## src/rtl/core/tlvd_pkg.sv

```systemverilog
// ----------------------------------------------------------------------------
// tlvd_pkg
// Types and constants of the TLV record deframer with LEB128 lengths.
// ----------------------------------------------------------------------------
package tlvd_pkg;

    // width of a decoded record length
    localparam int LEN_WIDTH   = 32;
    // most LEB128 bytes that a length may take
    localparam int LEN_GROUPS  = (LEN_WIDTH + 6) / 7;
    localparam int LEN_SHIFT_W = $clog2(LEN_GROUPS + 1);
    localparam int LEN_POS_W   = $clog2(7 * LEN_GROUPS);

    localparam int HDR_LEN  = 6;
    localparam int HDR_IDX_W = $clog2(HDR_LEN);

    localparam logic [7:0] MAGIC [4] = '{8'h58, 8'h50, 8'h52, 8'h46};
    localparam logic [7:0] HDR_VERSION = 8'h01;
    localparam logic [7:0] TYPE_PASS_MIN = 8'h01;
    localparam logic [7:0] TYPE_PASS_MAX = 8'h04;

    typedef enum logic [3:0] {
        K_HDR_PEND  = 4'd0,
        K_HDR_DONE  = 4'd1,
        K_TYPE      = 4'd2,
        K_LEN_BYTE  = 4'd3,
        K_REC_START = 4'd4,
        K_PAYLOAD   = 4'd5,
        K_SKIPPED   = 4'd6,
        K_RAW       = 4'd7,
        K_ERROR     = 4'd8,
        K_IGNORED   = 4'd9
    } t_kind;

    typedef enum logic [2:0] {
        ERR_NONE      = 3'd0,
        ERR_SHORT     = 3'd1,
        ERR_MAGIC     = 3'd2,
        ERR_VERSION   = 3'd3,
        ERR_OVERRUN   = 3'd4,
        ERR_LEN_OVFL  = 3'd5
    } t_err;

    typedef struct packed {
        logic [7:0] byte_value;
        logic       final_byte;
    } t_in_item;

    typedef struct packed {
        t_kind       kind;
        logic [7:0]  record_type;
        logic [31:0] record_length;
        logic [7:0]  data_byte;
        logic        last_of_record;
        logic        compressed;
        logic        end_of_data;
        t_err        error_code;
    } t_out_item;

endpackage

```

## src/rtl/core/tlv_leb128_record_deframer_unit.sv

```systemverilog
// ----------------------------------------------------------------------------
// tlv_leb128_record_deframer_unit
// Header check and TLV record split of a byte stream with LEB128 lengths.
// ----------------------------------------------------------------------------
// Usage:
//   Input channel: i_in_valid / o_in_stall carry one file byte per item with
//   a mark on the last byte of the file. Output channel: o_out_valid /
//   i_out_stall carry one result item for every input item, in order.
//   An item moves at a clock edge with valid high and stall low.
//   The result of a byte sits in the output register in the cycle after it
//   is taken. Throughput is one byte per cycle while the receiver does not
//   stall; the per-byte state update and the output register set that figure.
//   While the receiver stalls and a result is held, o_in_stall is high; as
//   soon as the held result is taken, a new byte is accepted in the same
//   cycle.
//   Reset (synchronous, active low) empties the output register and puts the
//   parser back at the start of a header. Each byte with the end mark also
//   returns the parser to that state, ready for the next file.
//   After an error, bytes up to the end mark are reported as ignored.
// ----------------------------------------------------------------------------
module tlv_leb128_record_deframer_unit
    import tlvd_pkg::*;
(
    input  logic      i_clk,
    input  logic      i_rst_n,
    input  logic      i_in_valid,
    output logic      o_in_stall,
    input  t_in_item  i_in_item,
    output logic      o_out_valid,
    input  logic      i_out_stall,
    output t_out_item o_out_item
);

    typedef enum logic [8:0] {
        PH_HDR       = 9'b000000001,
        PH_HDR_MAGIC = 9'b000000010,
        PH_HDR_VER   = 9'b000000100,
        PH_TYPE      = 9'b000001000,
        PH_LEN       = 9'b000010000,
        PH_PAY       = 9'b000100000,
        PH_SKIP      = 9'b001000000,
        PH_RAW       = 9'b010000000,
        PH_IGN       = 9'b100000000
    } t_phase;

    t_phase                 r_phase,   n_phase;
    logic [HDR_IDX_W-1:0]   r_hdr_idx, n_hdr_idx;
    logic [7:0]             r_type,    n_type;
    logic [LEN_WIDTH-1:0]   r_acc,     n_acc;
    logic [LEN_SHIFT_W-1:0] r_shift,   n_shift;
    logic [LEN_WIDTH-1:0]   r_rem,     n_rem;
    logic                   r_comp,    n_comp;

    logic      r_out_valid;
    t_out_item r_out, n_out;

    logic                 accept;
    logic [7:0]           b;
    logic                 fin;
    logic [LEN_POS_W-1:0] pos;
    logic [LEN_WIDTH+6:0] grp;
    logic                 over;
    logic                 cont;
    logic [LEN_WIDTH-1:0] len_new;
    logic [LEN_WIDTH-1:0] rem_dec;

    assign o_in_stall  = r_out_valid && i_out_stall;
    assign accept      = i_in_valid && !o_in_stall;
    assign o_out_valid = r_out_valid;
    assign o_out_item  = r_out;

    assign b   = i_in_item.byte_value;
    assign fin = i_in_item.final_byte;

    // LEB128 group placement and overflow check
    assign pos     = LEN_POS_W'(r_shift) * LEN_POS_W'(7);
    assign grp     = (LEN_WIDTH + 7)'(b[6:0]) << pos;
    assign cont    = b[7];
    assign len_new = r_acc | grp[LEN_WIDTH-1:0];
    assign over    = (r_shift >= LEN_SHIFT_W'(LEN_GROUPS))
                  || (|grp[LEN_WIDTH+6:LEN_WIDTH])
                  || (cont && (r_shift == LEN_SHIFT_W'(LEN_GROUPS - 1)));
    assign rem_dec = r_rem - LEN_WIDTH'(1);

    always_comb begin
        t_err   err;
        logic   failed;
        t_phase hp;

        n_phase   = r_phase;
        n_hdr_idx = r_hdr_idx;
        n_type    = r_type;
        n_acc     = r_acc;
        n_shift   = r_shift;
        n_rem     = r_rem;
        n_comp    = r_comp;
        err       = ERR_NONE;
        failed    = 1'b0;
        hp        = r_phase;

        n_out                = '0;
        n_out.kind           = K_IGNORED;
        n_out.error_code     = ERR_NONE;
        n_out.end_of_data    = fin;

        unique case (r_phase)
            PH_HDR, PH_HDR_MAGIC, PH_HDR_VER: begin
                if (r_hdr_idx < HDR_IDX_W'(4)) begin
                    if (b != MAGIC[r_hdr_idx[1:0]] && r_phase == PH_HDR) begin
                        hp = PH_HDR_MAGIC;
                    end
                end else if (r_hdr_idx == HDR_IDX_W'(4)) begin
                    if (b != HDR_VERSION && r_phase == PH_HDR) begin
                        hp = PH_HDR_VER;
                    end
                end
                n_phase = hp;
                if (r_hdr_idx < HDR_IDX_W'(HDR_LEN - 1)) begin
                    if (fin) begin
                        failed = 1'b1;
                        err    = ERR_SHORT;
                    end else begin
                        n_out.kind = K_HDR_PEND;
                        n_hdr_idx  = r_hdr_idx + HDR_IDX_W'(1);
                    end
                end else if (hp == PH_HDR_MAGIC) begin
                    failed = 1'b1;
                    err    = ERR_MAGIC;
                end else if (hp == PH_HDR_VER) begin
                    failed = 1'b1;
                    err    = ERR_VERSION;
                end else begin
                    n_comp     = b[0];
                    n_out.kind = K_HDR_DONE;
                    n_phase    = b[0] ? PH_RAW : PH_TYPE;
                end
            end
            PH_TYPE: begin
                n_type = b;
                if (fin) begin
                    failed = 1'b1;
                    err    = ERR_OVERRUN;
                end else begin
                    n_out.kind = K_TYPE;
                    n_acc      = '0;
                    n_shift    = '0;
                    n_phase    = PH_LEN;
                end
            end
            PH_LEN: begin
                n_acc = len_new;
                if (over) begin
                    failed = 1'b1;
                    err    = ERR_LEN_OVFL;
                end else if (cont) begin
                    n_shift = r_shift + LEN_SHIFT_W'(1);
                    if (fin) begin
                        failed = 1'b1;
                        err    = ERR_OVERRUN;
                    end else begin
                        n_out.kind = K_LEN_BYTE;
                    end
                end else if (fin && len_new != '0) begin
                    failed = 1'b1;
                    err    = ERR_OVERRUN;
                end else begin
                    n_out.kind           = K_REC_START;
                    n_out.record_length  = 32'(len_new);
                    n_out.last_of_record = (len_new == '0);
                    n_rem                = len_new;
                    if (len_new == '0) begin
                        n_phase = PH_TYPE;
                    end else if (r_type >= TYPE_PASS_MIN && r_type <= TYPE_PASS_MAX) begin
                        n_phase = PH_PAY;
                    end else begin
                        n_phase = PH_SKIP;
                    end
                end
            end
            PH_PAY, PH_SKIP: begin
                n_rem = rem_dec;
                if (fin && rem_dec != '0) begin
                    failed = 1'b1;
                    err    = ERR_OVERRUN;
                end else begin
                    n_out.kind           = (r_phase == PH_PAY) ? K_PAYLOAD : K_SKIPPED;
                    n_out.data_byte      = (r_phase == PH_PAY) ? b : 8'h00;
                    n_out.last_of_record = (rem_dec == '0);
                    if (rem_dec == '0) begin
                        n_phase = PH_TYPE;
                    end
                end
            end
            PH_RAW: begin
                n_out.kind      = K_RAW;
                n_out.data_byte = b;
            end
            default: begin
                n_out.kind = K_IGNORED;
                n_phase    = PH_IGN;
            end
        endcase

        if (failed) begin
            n_out.kind           = K_ERROR;
            n_out.error_code     = err;
            n_out.record_length  = '0;
            n_out.data_byte      = '0;
            n_out.last_of_record = 1'b0;
            n_phase              = PH_IGN;
        end

        // result carries the type and flag as known after this byte
        n_out.record_type = n_type;
        n_out.compressed  = n_comp;

        // end mark: back to the start of a header
        if (fin) begin
            n_phase   = PH_HDR;
            n_hdr_idx = '0;
            n_type    = '0;
            n_acc     = '0;
            n_shift   = '0;
            n_rem     = '0;
            n_comp    = 1'b0;
        end
    end

    always_ff @(posedge i_clk) begin
        if (!i_rst_n) begin
            r_phase     <= PH_HDR;
            r_hdr_idx   <= '0;
            r_type      <= '0;
            r_acc       <= '0;
            r_shift     <= '0;
            r_rem       <= '0;
            r_comp      <= 1'b0;
            r_out_valid <= 1'b0;
        end else begin
            if (accept) begin
                r_phase     <= n_phase;
                r_hdr_idx   <= n_hdr_idx;
                r_type      <= n_type;
                r_acc       <= n_acc;
                r_shift     <= n_shift;
                r_rem       <= n_rem;
                r_comp      <= n_comp;
                r_out_valid <= 1'b1;
            end else if (!i_out_stall) begin
                r_out_valid <= 1'b0;
            end
        end
    end

    always_ff @(posedge i_clk) begin
        if (accept) begin
            r_out <= n_out;
        end
    end

    // an error code only travels with an error result
    a_err_only_on_error: assert property (@(posedge i_clk) disable iff (!i_rst_n)
        o_out_valid && o_out_item.error_code != ERR_NONE |-> o_out_item.kind == K_ERROR)
        else $error("error code on a non-error result");

    // an end mark puts the parser back at the header start
    a_fin_resets: assert property (@(posedge i_clk) disable iff (!i_rst_n)
        accept && i_in_item.final_byte |=> r_phase == PH_HDR && r_hdr_idx == '0
            && o_out_item.end_of_data)
        else $error("parser not reset after end mark");

    // a record body never waits with nothing left to take
    a_rem_nonzero: assert property (@(posedge i_clk) disable iff (!i_rst_n)
        (r_phase == PH_PAY || r_phase == PH_SKIP) |-> r_rem != '0)
        else $error("payload phase with no bytes remaining");

    // stall toward the sender only while a result is held
    a_stall_held: assert property (@(posedge i_clk) disable iff (!i_rst_n)
        o_in_stall |-> r_out_valid && i_out_stall)
        else $error("input stalled without a held result");

endmodule
```

## config.mk

```make
export PLATFORM = sky130hd
export DESIGN_NAME = tlv_leb128_record_deframer_unit
export DESIGN_NICKNAME = d
export VERILOG_FILES = /design/src/rtl/core/tlvd_pkg.sv /design/src/rtl/core/tlv_leb128_record_deframer_unit.sv
export SDC_FILE = /design/constraint.sdc
export NUM_CORES = 1
export LEC_CHECK = 0
export BUFFER_PORTS_ARGS = -buffer_cell sky130_fd_sc_hd__clkbuf_2
export CORE_UTILIZATION = 50
export DETAILED_ROUTE_END_ITERATION = 12
export HOLD_SLACK_MARGIN = 0.1
export PLACE_DENSITY = 0.69
export SLEW_MARGIN = 40
export SYNTH_ARGS = -nofsm -noshare
export SYNTH_HDL_FRONTEND = slang
export SYNTH_SLANG_ARGS = --single-unit
```

## constraint.sdc

```tcl
create_clock -name i_clk -period 9.15 [get_ports i_clk]
set_input_delay 0.915 -clock i_clk [delete_from_list [all_inputs] [get_ports i_clk]]
set_output_delay 0.915 -clock i_clk [all_outputs]
set_load 0.05 [all_outputs]
```

==> flow_summary_export.csv <==
group,metric,value,unit
status,outcome,"completed",
grt,grt_pass1_wl,36100,um
synth,syn_avg_cell_area,8.73,um^2
timing,rsz0062_at_grt,"false",
detailed_routing,num_vias,7104,
detailed_routing,drt_iter0_drc,630,
synth,synth_common_cells,"nor2_1 (138), dfxtp_1 (89), a21oi_1 (73)",
final_layout,drive_gt1_share,15.1,%
clocking,cts_tree,"done",
timing,timing.final.ws_setup,5.57,ns
worst_setup_path,criticalPathCategory,"register to register",
final_layout,diodes,0,
timing,worstMarginPinSlew,0.803,ns
detailed_routing,wl_per_cell,19.4,um
timing,fmax,279,MHz
timing,skew,0.00705,ns
place,pre_cts_ws,5.46,ns
clocking,cts.clk_slew.worst_paths,0.06,ns
timing,period_needed,3.58,ns
clocking,ctsHtreeMaxLevel,4,
synth,ys.flop_type,"dfxtp_1",
clocking,post_cts_buffers,0,
detailed_routing,drc,0,
final_layout,nNetsFinal,959,
power_and_ir_drop,ir_drop,142,uV
synth,synth.most_common_cell,"nor2_1",
power_and_ir_drop,p_clk_share,42.2,%
worst_setup_path,path_max_fanout,21,
synth,synthesis.area,7840,um^2
timing,setup_viol_count_final,0,
grt,grt_pass1_vias,6629,
floorplan,io_pins,73,
power_and_ir_drop,power.switching,442,uW
worst_setup_path,endpoint_kind,"register",
synth,synth_edf_count,58,
synth,yosys_warnings,0,
floorplan,die_w,127,um
detailed_routing,viasPerCell,6.11,
synth,synth_top_area_cell,"dfxtp_1",
synth,yosysSeqAreaShare,44.9,%
grt,antenna_found_initial,0,
power_and_ir_drop,power_density,182,nW/um^2
grt,grt_max_degree,66,
clocking,cts_root_buf,"clkbuf_16",
place,portBuffers,72,
synth,synth_top_area_share,22.7,%
detailed_routing,totalWireLength,22600,um
clocking,ctsResizeCount,0,
clocking,ctsHoldBuffers,0,
timing,period_share,39.1,%
worst_setup_path,worstSetupStartpointType,"register",
flow_run,cap_violations,0,
detailed_routing,dr.pass1.iters,6,
power_and_ir_drop,pwr-share-seq,43.9,%
power_and_ir_drop,power_frac_comb,14.0,%
power_and_ir_drop,swShare,27.3,%
place,dpl.hpwl,15200,um
floorplan,coreArea,15300,um^2
synth,synthCells,898,
synth,synth-seq-cells,147,
synth,netlist_top_cells_area,"dfxtp_1 (23%), edfxtp_1 (22%), nor2_1 (6.6%)",
synth,syn-num-nets,918,
power_and_ir_drop,p_int,1180,uW
floorplan,start_util,51.4,%
grt,grt_usage,28.9,%
hold_path,min_path_type,"register to register",
worst_setup_path,worst_ep_arrival_time,3.77,ns
clocking,clk_latency,0.43,ns
synth,synth.distinct_cells,79,
clocking,clockBufferDepth,2,
synth,async_flop_share,0,%
clocking,cts_made_buffers,17,
timing,hold_viol,0,
power_and_ir_drop,p_leak,0.00332,uW
detailed_routing,ant_nets,0,
final_layout,area_delta_synth_final,13.7,%
timing,final-max-slew-violation-count,0,
timing,relSlewSlack,45.1,%
floorplan,fp.dieArea,16200,um^2
floorplan,rows,45,
floorplan,die_h,127,um
timing,tns,0,ns
place,gp_congestion,0.925,
grt,grt_overflow_total,0,
worst_setup_path,worstPathRequired,9.34,ns
clocking,cts.sinks,147,
## per-layer routing
layer  track usage, %  vias up  part of all wire, %
li1                 -     3355                    -
met5                0        -                    0
met1             37.7     3342                   43
met3             5.07       67                  7.0
met4             15.7        0                  4.6
met2             45.8      340                   46
## logic make-up (layout without fill, tap and decap cells)
kind of cell,after synthesis,in the layout,share of synthesized area (%)
and+or+nand+nor,382,382,25.1
muxes,15,15,2.06
adders and majority gates,7,7,1.12
AOI/OAI and AO/OA,251,251,20.7
DFF,147,147,44.9
xor gates and xnor gates,18,18,2.01
buffers and inverters,78,132,4.05
## critical path, stage by stage, from the launching register on
cell	delay [ns]
dfxtp_1	0.77
inv_1	0.23
ha_1	0.24
a2111o_1	0.42
o31ai_1	0.57
o21ai_0	0.31
nor4b_1	0.46
a21oi_1	0.12
o21a_1	0.22
## power groups by stage
stage	combinational, uW	clock [uW]	sequential, uW
after floorplan	121	0	767
after global placement	220	0	724
after detailed placement	221	0	723
after CTS	222	688	710
after global routing	242	716	712
final	226	683	710
## layout make-up
class                   count  area (um^2)
multi-input cells         673         4040
inverters                  17         63.8
well taps                 211          264
clock inverters             8          103
clock buffers              24          472
repair buffers             83          447
fillers                  1370         6350
flip-flops and latches    147         3520
## through the flow
step / instances / hold WS, ns / area [um^2] / total power, uW / utilization, %
2_1_floorplan: 898 / 0.438 / 7840 / 889 / -
3_3_place_gp: 1131 / 0.453 / 8310 / 943 / 54.5
3_5_place_dp: 1131 / 0.457 / 8320 / 944 / 54.6
4_1_cts: 1163 / 0.472 / 8900 / 1620 / 58.3
5_1_grt: 1163 / 0.520 / 8910 / 1670 / 58.4
6_report: 1163 / 0.473 / 8910 / 1620 / 58.4
## state kept, by name, indices dropped and copies added, names as in the netlist
register,cells
r_rem,32
r_shift,3
o_out_valid,1
r_hdr_idx,3
r_comp,1
r_acc,32
r_type,8
o_out_item,58
r_phase,9
## cell usage in the layout (no fill, tap or decap), types with 5 or more instances in the layout
cell       synthesis  layout
xor2_1             9       9
or3_1              8       8
dfxtp_1           89      88
edfxtp_1          58      58
mux2i_1            6       6
xnor2_1            9       9
clkbuf_1          50       5
buf_4              1      10
clkbuf_2           0      72
o211ai_1           7       7
mux2_2             9       9
inv_1             16      16
a21boi_0          23      23
a2111oi_0         17      17
a31oi_1           15      15
nand3_1           16      16
ha_1               7       7
nor4b_1            8       7
clkbuf_16          0      17
or4_1              7       7
a22oi_1            9       9
nor2b_1           39      39
nand2_1           57      57
nor3_1            28      27
nand2b_1           7       7
a21oi_1           73      73
nor2_1           138     137
nor4_1            14      13
and2_1            16      16
o22ai_1            8       8
o21ai_0           54      53
nand4_1            9       9
## path summary, 6_finish.rpt
path	start	to	slack, ns	depth (start not counted)
hold reg to reg	r_acc[16]	r_acc[16]	0.47	2
setup / recovery	r_shift[1]	o_out_item[54]	5.57	8
setup reg to reg	r_shift[1]	o_out_item[54]	5.57	8
hold / removal	r_acc[16]	r_acc[16]	0.47	2
No activity file was read; power rests on OpenSTA's default activity.
